**src/rtl/core/tws_pkg.sv**
```systemverilog
// shared constants, codes and types of the three-wire serial register master
// no dependencies
package tws_pkg;

  localparam int NUM_CHANNELS = 8;
  localparam int ADDR_BITS    = 12;
  localparam int DATA_BITS    = 32;
  localparam int HEAD_BITS    = ADDR_BITS + 4;
  localparam int FRAME_BITS   = HEAD_BITS + DATA_BITS;
  localparam int SHIFT_W      = FRAME_BITS + 1;
  localparam int IDX_W        = $clog2(DATA_BITS > HEAD_BITS ? DATA_BITS : HEAD_BITS);
  localparam int CH_W         = 3;
  localparam int CS_W         = 8;
  localparam int REG_ADDR_W   = 12;
  localparam int WDATA_W      = 32;
  localparam int RDATA_W      = 32;
  localparam int HALF_W       = 8;
  localparam int IN_W         = 48;
  localparam int OUT_W        = 48;
  localparam int QDEPTH       = 2;
  localparam int QPTR_W       = $clog2(QDEPTH);
  localparam int QCNT_W       = $clog2(QDEPTH + 1);

  localparam logic [31:0]       BAND_CLEAR_MASK = 32'hFFFE_1FFF;
  localparam logic [HALF_W-1:0] HALF_RESET      = 8'd10;
  localparam logic              BAND_RESET      = 1'b1;

  localparam logic [1:0] OP_TICK  = 2'd0;
  localparam logic [1:0] OP_WRITE = 2'd1;
  localparam logic [1:0] OP_READ  = 2'd2;

  localparam logic CFG_HALF_PERIOD = 1'b0;
  localparam logic CFG_BAND_MASK   = 1'b1;

  typedef struct packed {
    logic                  req;
    logic                  is_read;
    logic [CH_W-1:0]       channel;
    logic [FRAME_BITS-1:0] word;
    logic                  sdata_in;
  } entry_t;

  typedef struct packed {
    logic               full;
    logic               empty;
  } queue_status_t;

endpackage

```
**src/rtl/core/tws_front.sv**
```systemverilog
// front end: takes input words, decodes requests and builds the frame word
// depends on tws_pkg
module tws_front import tws_pkg::*; (
  input  logic            s_tvalid,
  output logic            s_tready,
  input  logic [IN_W-1:0] s_tdata,
  input  logic [1:0]      s_tuser,
  input  logic            band_mask,
  input  queue_status_t   q_status,
  output logic            push,
  output entry_t          entry
);

  logic [CH_W-1:0]       channel;
  logic [REG_ADDR_W-1:0] reg_addr;
  logic [WDATA_W-1:0]    write_data;
  logic                  is_req;
  logic                  is_read;
  logic [DATA_BITS-1:0]  data;
  logic [HEAD_BITS-1:0]  header;

  assign channel    = s_tdata[CH_W-1:0];
  assign reg_addr   = s_tdata[CH_W +: REG_ADDR_W];
  assign write_data = s_tdata[CH_W + REG_ADDR_W +: WDATA_W];

  assign s_tready = !q_status.full;
  assign push     = s_tvalid && s_tready;

  always_comb begin
    is_read = (s_tuser == OP_READ);
    is_req  = (s_tuser == OP_WRITE || s_tuser == OP_READ) &&
              ({1'b0, channel} < (CH_W + 1)'(NUM_CHANNELS));
    data    = is_read ? '0 : write_data[DATA_BITS-1:0];
    if (!is_read && band_mask && reg_addr[ADDR_BITS-1:0] == '0) begin
      data = data & BAND_CLEAR_MASK[DATA_BITS-1:0];
    end
    header = {reg_addr[ADDR_BITS-1:0], is_read, 3'b000};
    entry.req      = is_req;
    entry.is_read  = is_read;
    entry.channel  = channel;
    entry.word     = {header, data};
    entry.sdata_in = s_tdata[CH_W + REG_ADDR_W + WDATA_W];
  end

endmodule

```
**src/rtl/core/tws_queue.sv**
```systemverilog
// short queue between the decode front end and the serial engine
// depends on tws_pkg
module tws_queue import tws_pkg::*; (
  input  logic          clk,
  input  logic          rst,
  input  logic          push,
  input  entry_t        push_entry,
  input  logic          pop,
  output entry_t        head,
  output queue_status_t status
);

  entry_t              mem [QDEPTH];
  logic [QPTR_W-1:0]   wr_ptr;
  logic [QPTR_W-1:0]   rd_ptr;
  logic [QCNT_W-1:0]   count;

  assign status.full  = (count == QCNT_W'(QDEPTH));
  assign status.empty = (count == '0);
  assign head         = mem[rd_ptr];

  always_ff @(posedge clk) begin
    if (push) begin
      mem[wr_ptr] <= push_entry;
    end
  end

  always_ff @(posedge clk) begin
    if (rst) begin
      wr_ptr <= '0;
      rd_ptr <= '0;
      count  <= '0;
    end else begin
      if (push) begin
        wr_ptr <= wr_ptr + 1'b1;
      end
      if (pop) begin
        rd_ptr <= rd_ptr + 1'b1;
      end
      case ({push, pop})
        2'b10:   count <= count + 1'b1;
        2'b01:   count <= count - 1'b1;
        default: count <= count;
      endcase
    end
  end

endmodule

```
**src/rtl/core/tws_back.sv**
```systemverilog
// serial engine: steps the frame sequencer once per word and registers the result
// depends on tws_pkg
module tws_back import tws_pkg::*; (
  input  logic             clk,
  input  logic             rst,
  input  logic [HALF_W-1:0] half_period,
  input  entry_t           head,
  input  queue_status_t    q_status,
  output logic             pop,
  output logic             m_tvalid,
  input  logic             m_tready,
  output logic [OUT_W-1:0] m_tdata,
  output logic             m_tlast
);

  typedef enum logic [5:0] {
    PH_IDLE  = 6'b000001,
    PH_SETUP = 6'b000010,
    PH_HEAD  = 6'b000100,
    PH_GAP   = 6'b001000,
    PH_DATA  = 6'b010000,
    PH_TAIL  = 6'b100000
  } phase_t;

  phase_t               phase, phase_next;
  logic [HALF_W-1:0]    delay_count, delay_count_next;
  logic [IDX_W-1:0]     bit_index, bit_index_next;
  logic [SHIFT_W-1:0]   shift_word, shift_word_next;
  logic [CH_W-1:0]      active_channel, active_channel_next;
  logic                 is_read, is_read_next;
  logic                 clock_level, clock_level_next;
  logic [HALF_W-1:0]    seg_len;
  logic                 sample;
  logic                 done;
  logic [CS_W-1:0]      cs;
  logic                 drive;
  logic [RDATA_W-1:0]   rdata;

  assign pop     = !q_status.empty && (!m_tvalid || m_tready);
  assign seg_len = (half_period == '0) ? HALF_W'(1) : half_period;
  assign sample  = is_read && head.sdata_in;

  always_comb begin
    phase_next          = phase;
    delay_count_next    = delay_count;
    bit_index_next      = bit_index;
    shift_word_next     = shift_word;
    active_channel_next = active_channel;
    is_read_next        = is_read;
    clock_level_next    = clock_level;
    done                = 1'b0;
    if (phase == PH_IDLE) begin
      if (head.req) begin
        is_read_next        = head.is_read;
        active_channel_next = head.channel;
        shift_word_next     = {1'b0, head.word};
        bit_index_next      = '0;
        clock_level_next    = 1'b0;
        delay_count_next    = seg_len;
        phase_next          = PH_SETUP;
      end
    end else if (delay_count > HALF_W'(1)) begin
      delay_count_next = delay_count - 1'b1;
    end else begin
      case (phase)
        PH_SETUP: begin
          phase_next       = PH_HEAD;
          bit_index_next   = '0;
          shift_word_next  = {shift_word[SHIFT_W-2:0], 1'b0};
          clock_level_next = 1'b1;
          delay_count_next = seg_len;
        end
        PH_HEAD, PH_DATA: begin
          if (clock_level) begin
            clock_level_next = 1'b0;
            delay_count_next = seg_len;
          end else if (phase == PH_HEAD) begin
            if (bit_index != IDX_W'(HEAD_BITS - 1)) begin
              bit_index_next   = bit_index + 1'b1;
              shift_word_next  = {shift_word[SHIFT_W-2:0], 1'b0};
              clock_level_next = 1'b1;
              delay_count_next = seg_len;
            end else begin
              phase_next       = PH_GAP;
              delay_count_next = seg_len;
            end
          end else if (bit_index != IDX_W'(DATA_BITS - 1)) begin
            bit_index_next   = bit_index + 1'b1;
            shift_word_next  = {shift_word[SHIFT_W-2:0], sample};
            clock_level_next = 1'b1;
            delay_count_next = seg_len;
          end else begin
            phase_next       = PH_TAIL;
            delay_count_next = seg_len;
          end
        end
        PH_GAP: begin
          phase_next       = PH_DATA;
          bit_index_next   = '0;
          shift_word_next  = {shift_word[SHIFT_W-2:0], sample};
          clock_level_next = 1'b1;
          delay_count_next = seg_len;
        end
        PH_TAIL: begin
          done             = 1'b1;
          phase_next       = PH_IDLE;
          delay_count_next = '0;
          clock_level_next = 1'b0;
        end
        default: begin
          phase_next = PH_IDLE;
        end
      endcase
    end
  end

  always_comb begin
    cs = '1;
    if (phase_next inside {PH_SETUP, PH_HEAD, PH_GAP, PH_DATA}) begin
      cs[active_channel_next] = 1'b0;
    end
    drive = (phase_next == PH_HEAD) || (phase_next == PH_GAP) ||
            (phase_next == PH_DATA && !is_read_next);
    rdata = (done && is_read) ? RDATA_W'(shift_word[DATA_BITS-1:0]) : '0;
  end

  always_ff @(posedge clk) begin
    if (rst) begin
      phase          <= PH_IDLE;
      delay_count    <= '0;
      bit_index      <= '0;
      shift_word     <= '0;
      active_channel <= '0;
      is_read        <= 1'b0;
      clock_level    <= 1'b0;
    end else if (pop) begin
      phase          <= phase_next;
      delay_count    <= delay_count_next;
      bit_index      <= bit_index_next;
      shift_word     <= shift_word_next;
      active_channel <= active_channel_next;
      is_read        <= is_read_next;
      clock_level    <= clock_level_next;
    end
  end

  always_ff @(posedge clk) begin
    if (rst) begin
      m_tvalid <= 1'b0;
    end else if (pop) begin
      m_tvalid <= 1'b1;
    end else if (m_tready) begin
      m_tvalid <= 1'b0;
    end
  end

  always_ff @(posedge clk) begin
    if (pop) begin
      m_tdata <= {4'b0000, rdata, (phase_next != PH_IDLE),
                  drive, drive && shift_word_next[SHIFT_W-1],
                  (phase_next != PH_IDLE) && clock_level_next, cs};
      m_tlast <= done;
    end
  end

endmodule

```
**src/rtl/core/three_wire_spi_register_master.sv**
```systemverilog
// three-wire serial register master: an accepted input word is held in the queue, then its
// result word is registered at the back end output; one word in and one word out per cycle
// while m_tready stays high, set by the sequencer stepping once per word in the back end
// synchronous reset empties the queue and output stage, puts the sequencer in idle
// and loads half period 10 and band mask on
// depends on tws_pkg, tws_front, tws_queue, tws_back
module three_wire_spi_register_master import tws_pkg::*; (
  input  logic              clk,
  input  logic              rst,
  input  logic              s_tvalid,
  output logic              s_tready,
  input  logic [IN_W-1:0]   s_tdata,   // channel, reg_addr, write_data, sdata_in
  input  logic [1:0]        s_tuser,   // operation
  output logic              m_tvalid,
  input  logic              m_tready,
  output logic [OUT_W-1:0]  m_tdata,   // chip_selects, serial_clock, sdata_out,
                                       // sdata_drive, busy_res, read_data, zero pad
  output logic              m_tlast,   // frame_done
  input  logic              cfg_we,
  input  logic              cfg_index,
  input  logic [HALF_W-1:0] cfg_data
);

  logic [HALF_W-1:0] half_period;
  logic              band_mask;
  logic              push;
  logic              pop;
  entry_t            push_entry;
  entry_t            head;
  queue_status_t     q_status;

  always_ff @(posedge clk) begin
    if (rst) begin
      half_period <= HALF_RESET;
      band_mask   <= BAND_RESET;
    end else if (cfg_we) begin
      case (cfg_index)
        CFG_HALF_PERIOD: half_period <= cfg_data;
        CFG_BAND_MASK:   band_mask   <= cfg_data[0];
        default:         half_period <= half_period;
      endcase
    end
  end

  tws_front u_front (
    .s_tvalid  (s_tvalid),
    .s_tready  (s_tready),
    .s_tdata   (s_tdata),
    .s_tuser   (s_tuser),
    .band_mask (band_mask),
    .q_status  (q_status),
    .push      (push),
    .entry     (push_entry)
  );

  tws_queue u_queue (
    .clk        (clk),
    .rst        (rst),
    .push       (push),
    .push_entry (push_entry),
    .pop        (pop),
    .head       (head),
    .status     (q_status)
  );

  tws_back u_back (
    .clk         (clk),
    .rst         (rst),
    .half_period (half_period),
    .head        (head),
    .q_status    (q_status),
    .pop         (pop),
    .m_tvalid    (m_tvalid),
    .m_tready    (m_tready),
    .m_tdata     (m_tdata),
    .m_tlast     (m_tlast)
  );

endmodule

```
**config.mk**
```make
export PLATFORM = sky130hd
export DESIGN_NAME = three_wire_spi_register_master
export DESIGN_NICKNAME = d
export VERILOG_FILES = /design/src/rtl/core/tws_pkg.sv /design/src/rtl/core/tws_front.sv /design/src/rtl/core/tws_queue.sv /design/src/rtl/core/tws_back.sv /design/src/rtl/core/three_wire_spi_register_master.sv
export SDC_FILE = /design/constraint.sdc
export NUM_CORES = 1
export LEC_CHECK = 0
export ABC_AREA = 1
export BUFFER_PORTS_ARGS = -buffer_cell sky130_fd_sc_hd__buf_2
export CORE_UTILIZATION = 55
export DETAILED_ROUTE_END_ITERATION = 7
export PLACE_DENSITY = 0.77
export SLEW_MARGIN = 25
export SYNTH_ARGS = -nofsm -noshare
export SYNTH_HDL_FRONTEND = slang
export SYNTH_SLANG_ARGS = --single-unit
export TNS_END_PERCENT = 100
```
**constraint.sdc**
```tcl
create_clock -name clk -period 7.8 [get_ports clk]
set_input_delay 0.78 -clock clk [delete_from_list [all_inputs] [get_ports clk]]
set_output_delay 0.78 -clock clk [all_outputs]
set_load 0.005 [all_outputs]
```
==> flow_summary_export.csv <==
group,metric,value,unit
critical_path,ff2ff_path_depth,11,
hold_path,min_path_cells,1,
sta,finalSetupViolCount,0,
sta,hold_violations,0,
sta,fmax,275,MHz
global_route,grt.overflow.total,0,
sta,finalCritPeriodShare,46.7,%
route,first_pass_iters,5,
yosys,syn_avg_cell_area,9.50,µm²
die,dieArea,19000,µm²
sta,rsz0062_at_grt,"no",
placement,pre_cts_ws,4.17,ns
route,wl,21.0,mm
yosys,synth-edff-count,145,
die,pin_count,115,
yosys,ys_seq_elements,233,
yosys,seq_area_frac_synth,60.3,%
route,drt-initial-drc-count,701,
global_route,grt_start_max_net_pins,61,
critical_path,cp_cell_sequence,"buf_4 -> inv_1 -> nand2_1 -> nand2_1 -> nand2_2 -> nand2_1 -> nand3_4 -> inv_4 -> nand2_1 -> xor2_1 -> nor2_1",
sta,period_minus_slack,3.64,ns
yosys,synth_ff_type,"edfxtp_1",
placement,gp_congestion,0.949,
placement,dp_hpwl,13.7,mm
yosys,async_flop_share,0,%
sta,slew_viol_final,0,
final_layout,final_common_cell,"nand2_1",
clock_tree,cts.sinks,233,
clock_tree,cts_tree,"yes",
critical_path,critPathSlowestCell,"nand2_2",
hold_path,min-delay-start,"s_tdata[1]",
clock_tree,clock_latency,0.51,ns
route,postRouteAntennaNets,0,
yosys,yosysUniqueCellTypes,46,
yosys,synth_cells,1067,
sta,relSlewSlack,31.3,%
clock_tree,postCtsSetupBuffers,0,
critical_path,cp-start-kind,"flip-flop",
die,die_width,138,µm
critical_path,slowest_delay,0.72,ns
route,vias_per_cell,5.32,
final_layout,syn_to_final_growth,12.9,%
clock_tree,cts-htree-levels,1,
critical_path,crit_top_cell,"nand2_1",
outcome,status,"completed",
global_route,antenna_found_initial,0,
yosys,yosys_warnings,0,
hold_path,hold_path_end,"u_queue.mem[0][47]",
critical_path,worst-endpoint-required,8.18,ns
final_layout,final_nets,1229,
clock_tree,clockBufferDepth,3,
critical_path,r2r-end,"u_back.bit_index[2]",
placement,portBuffers,110,
sta,finalWorstSetupSlack,4.16,ns
critical_path,end_kind,"flip-flop",
power,peakVddDrop,0.188,mV
global_route,grt_pass1_wl,33.3,mm
clock_tree,cts_buffers,23,
sta,setup-tns-final,0,ns
die,core-area,18000,µm²
sta,fin_worst_skew,0.0126,ns
hold_path,hp-class,"input pin to flip-flop",
die,rows,49,
die,dieHeight,138,µm
final_layout,antenna_cells,0,
clock_tree,clk_pin_slew,0.06,ns
global_route,track_usage,22.6,%
route,wire_per_inst,15.0,µm
yosys,netlist_area,10100,µm²
flow_run,maxCapViolations,0,
sta,worst_pin_slew,1.03,ns
route,vias,7476,
sta,whs,0.467,ns
route,drcViolationCount,0,
critical_path,critical_path_class,"flip-flop to flip-flop",
final_layout,final_cell_mix,"nand2_1 (180), nor2_1 (159), edfxtp_1 (145)",
critical_path,cp_max_fo,53,
clock_tree,hold_buffers,0,
clock_tree,cts_resized,0,
die,initial_core_util,56.2,%
power,power_leakage,0.00464,µW
critical_path,worst_ep_arrival_time,4.02,ns
global_route,grt_pass1_vias,6696,
final_layout,drive_gt1_share,16.9,%
power,power.density,376,nW/µm²
clock_tree,cts_root_buffer,"clkbuf_16",
critical_path,rrSetupSlack,4.16,ns
stage by stage:
stage / utilization (%) / area, µm² / instances / total power [µW]
after global routing: 63.5 / 11400 / 1404 / 4590
after CTS: 63.5 / 11400 / 1404 / 4310
after detailed placement: 59.7 / 10800 / 1362 / 3300
final: 63.5 / 11400 / 1404 / 4300
after floorplan: - / 10100 / 1070 / 2920
after global placement: 59.7 / 10800 / 1362 / 3270
sequential cells by signal (all words and copies together), names as in the netlist, 2 cells and up, named ones only:
name / flops
u_back.phase: 6
u_back.active_channel: 3
u_queue.mem: 100
u_queue.count: 2
u_back.bit_index: 5
u_back.delay_count: 8
u_back.m_tdata: 44
half_period: 8
u_back.shift_word: 49
cells in the mapped netlist (5+ instances only):
library cell	n	area, µm²
nor3_1	6	30.0
nand4_1	8	50.1
a21oi_1	83	415
inv_2	8	30.0
buf_2	6	30.0
o21ai_0	49	245
edfxtp_1	145	4350
xor2_1	5	43.8
nand2_1	181	679
inv_1	112	420
a31oi_1	6	37.5
buf_4	9	67.6
nand3_1	37	185
ha_1	7	87.6
a211oi_2	8	100
buf_6	8	90.1
dfxtp_1	88	1760
nor2_4	5	56.3
clkbuf_1	30	113
nor2_1	161	604
a211oi_1	25	188
o21ai_1	38	190
kinds of logic after synthesis:
family | Yosys count | synth area share, %
adders and majority gates | 7 | 0.864
and+or+nand+nor | 422 | 18.0
buffers and inverters | 176 | 7.57
xor gates and xnor gates | 7 | 0.605
AOI/OAI and AO/OA | 221 | 12.5
DFF | 233 | 60.3
other | 1 | 0.0370
layout make-up:
type                            count  area (µm²)
Fill cell                        1459        6580
Clock buffer                       33         633
Clock inverter                      9        52.6
Timing Repair Buffer              117         603
Inverter                          122         463
Sequential cell                   233        6120
Multi-Input combinational cell    661        3290
Tap cell                          229         287
power by group:
| part | switching, µW | total [µW] | internal [µW] |
|---|---|---|---|
| Clock | 439 | 1010 | 567 |
| Combinational | 1030 | 1460 | 431 |
| Sequential | 162 | 1840 | 1680 |
critical path, delay by kind of cell, from the launching register on:
family | cells | cell delay (ns)
AND/OR/NAND/NOR | 7 | 1.91
buffers and inverters | 3 | 0.96
flip-flops | 1 | 0.45
XOR/XNOR | 1 | 0.15
per-layer routing:
| layer | up-vias | part of all wire [%] | routed length [µm] | track usage (%) |
|---|---|---|---|---|
| li1 | 3749 | - | - | - |
| met1 | 3430 | 47 | 9940 | 34.5 |
| met2 | 267 | 43 | 9050 | 33.3 |
| met3 | 30 | 7.9 | 1670 | 3.38 |
| met4 | 0 | 1.8 | 374 | 6.64 |
| met5 | - | 0 | 0 | 0 |
how the worst max path moves through the flow:
stage                     slack [ns]                   to  startpoint
after detailed placement        4.17  u_back.bit_index[2]   flip-flop
after floorplan                 4.26     u_queue.count[1]    m_tready
final                           4.16  u_back.bit_index[2]   flip-flop
after global placement          4.27  u_back.bit_index[2]   flip-flop
after global routing            3.73  u_back.bit_index[2]   flip-flop
after CTS                       4.15  u_back.bit_index[2]   flip-flop
Power figures use the tool's default switching activity.
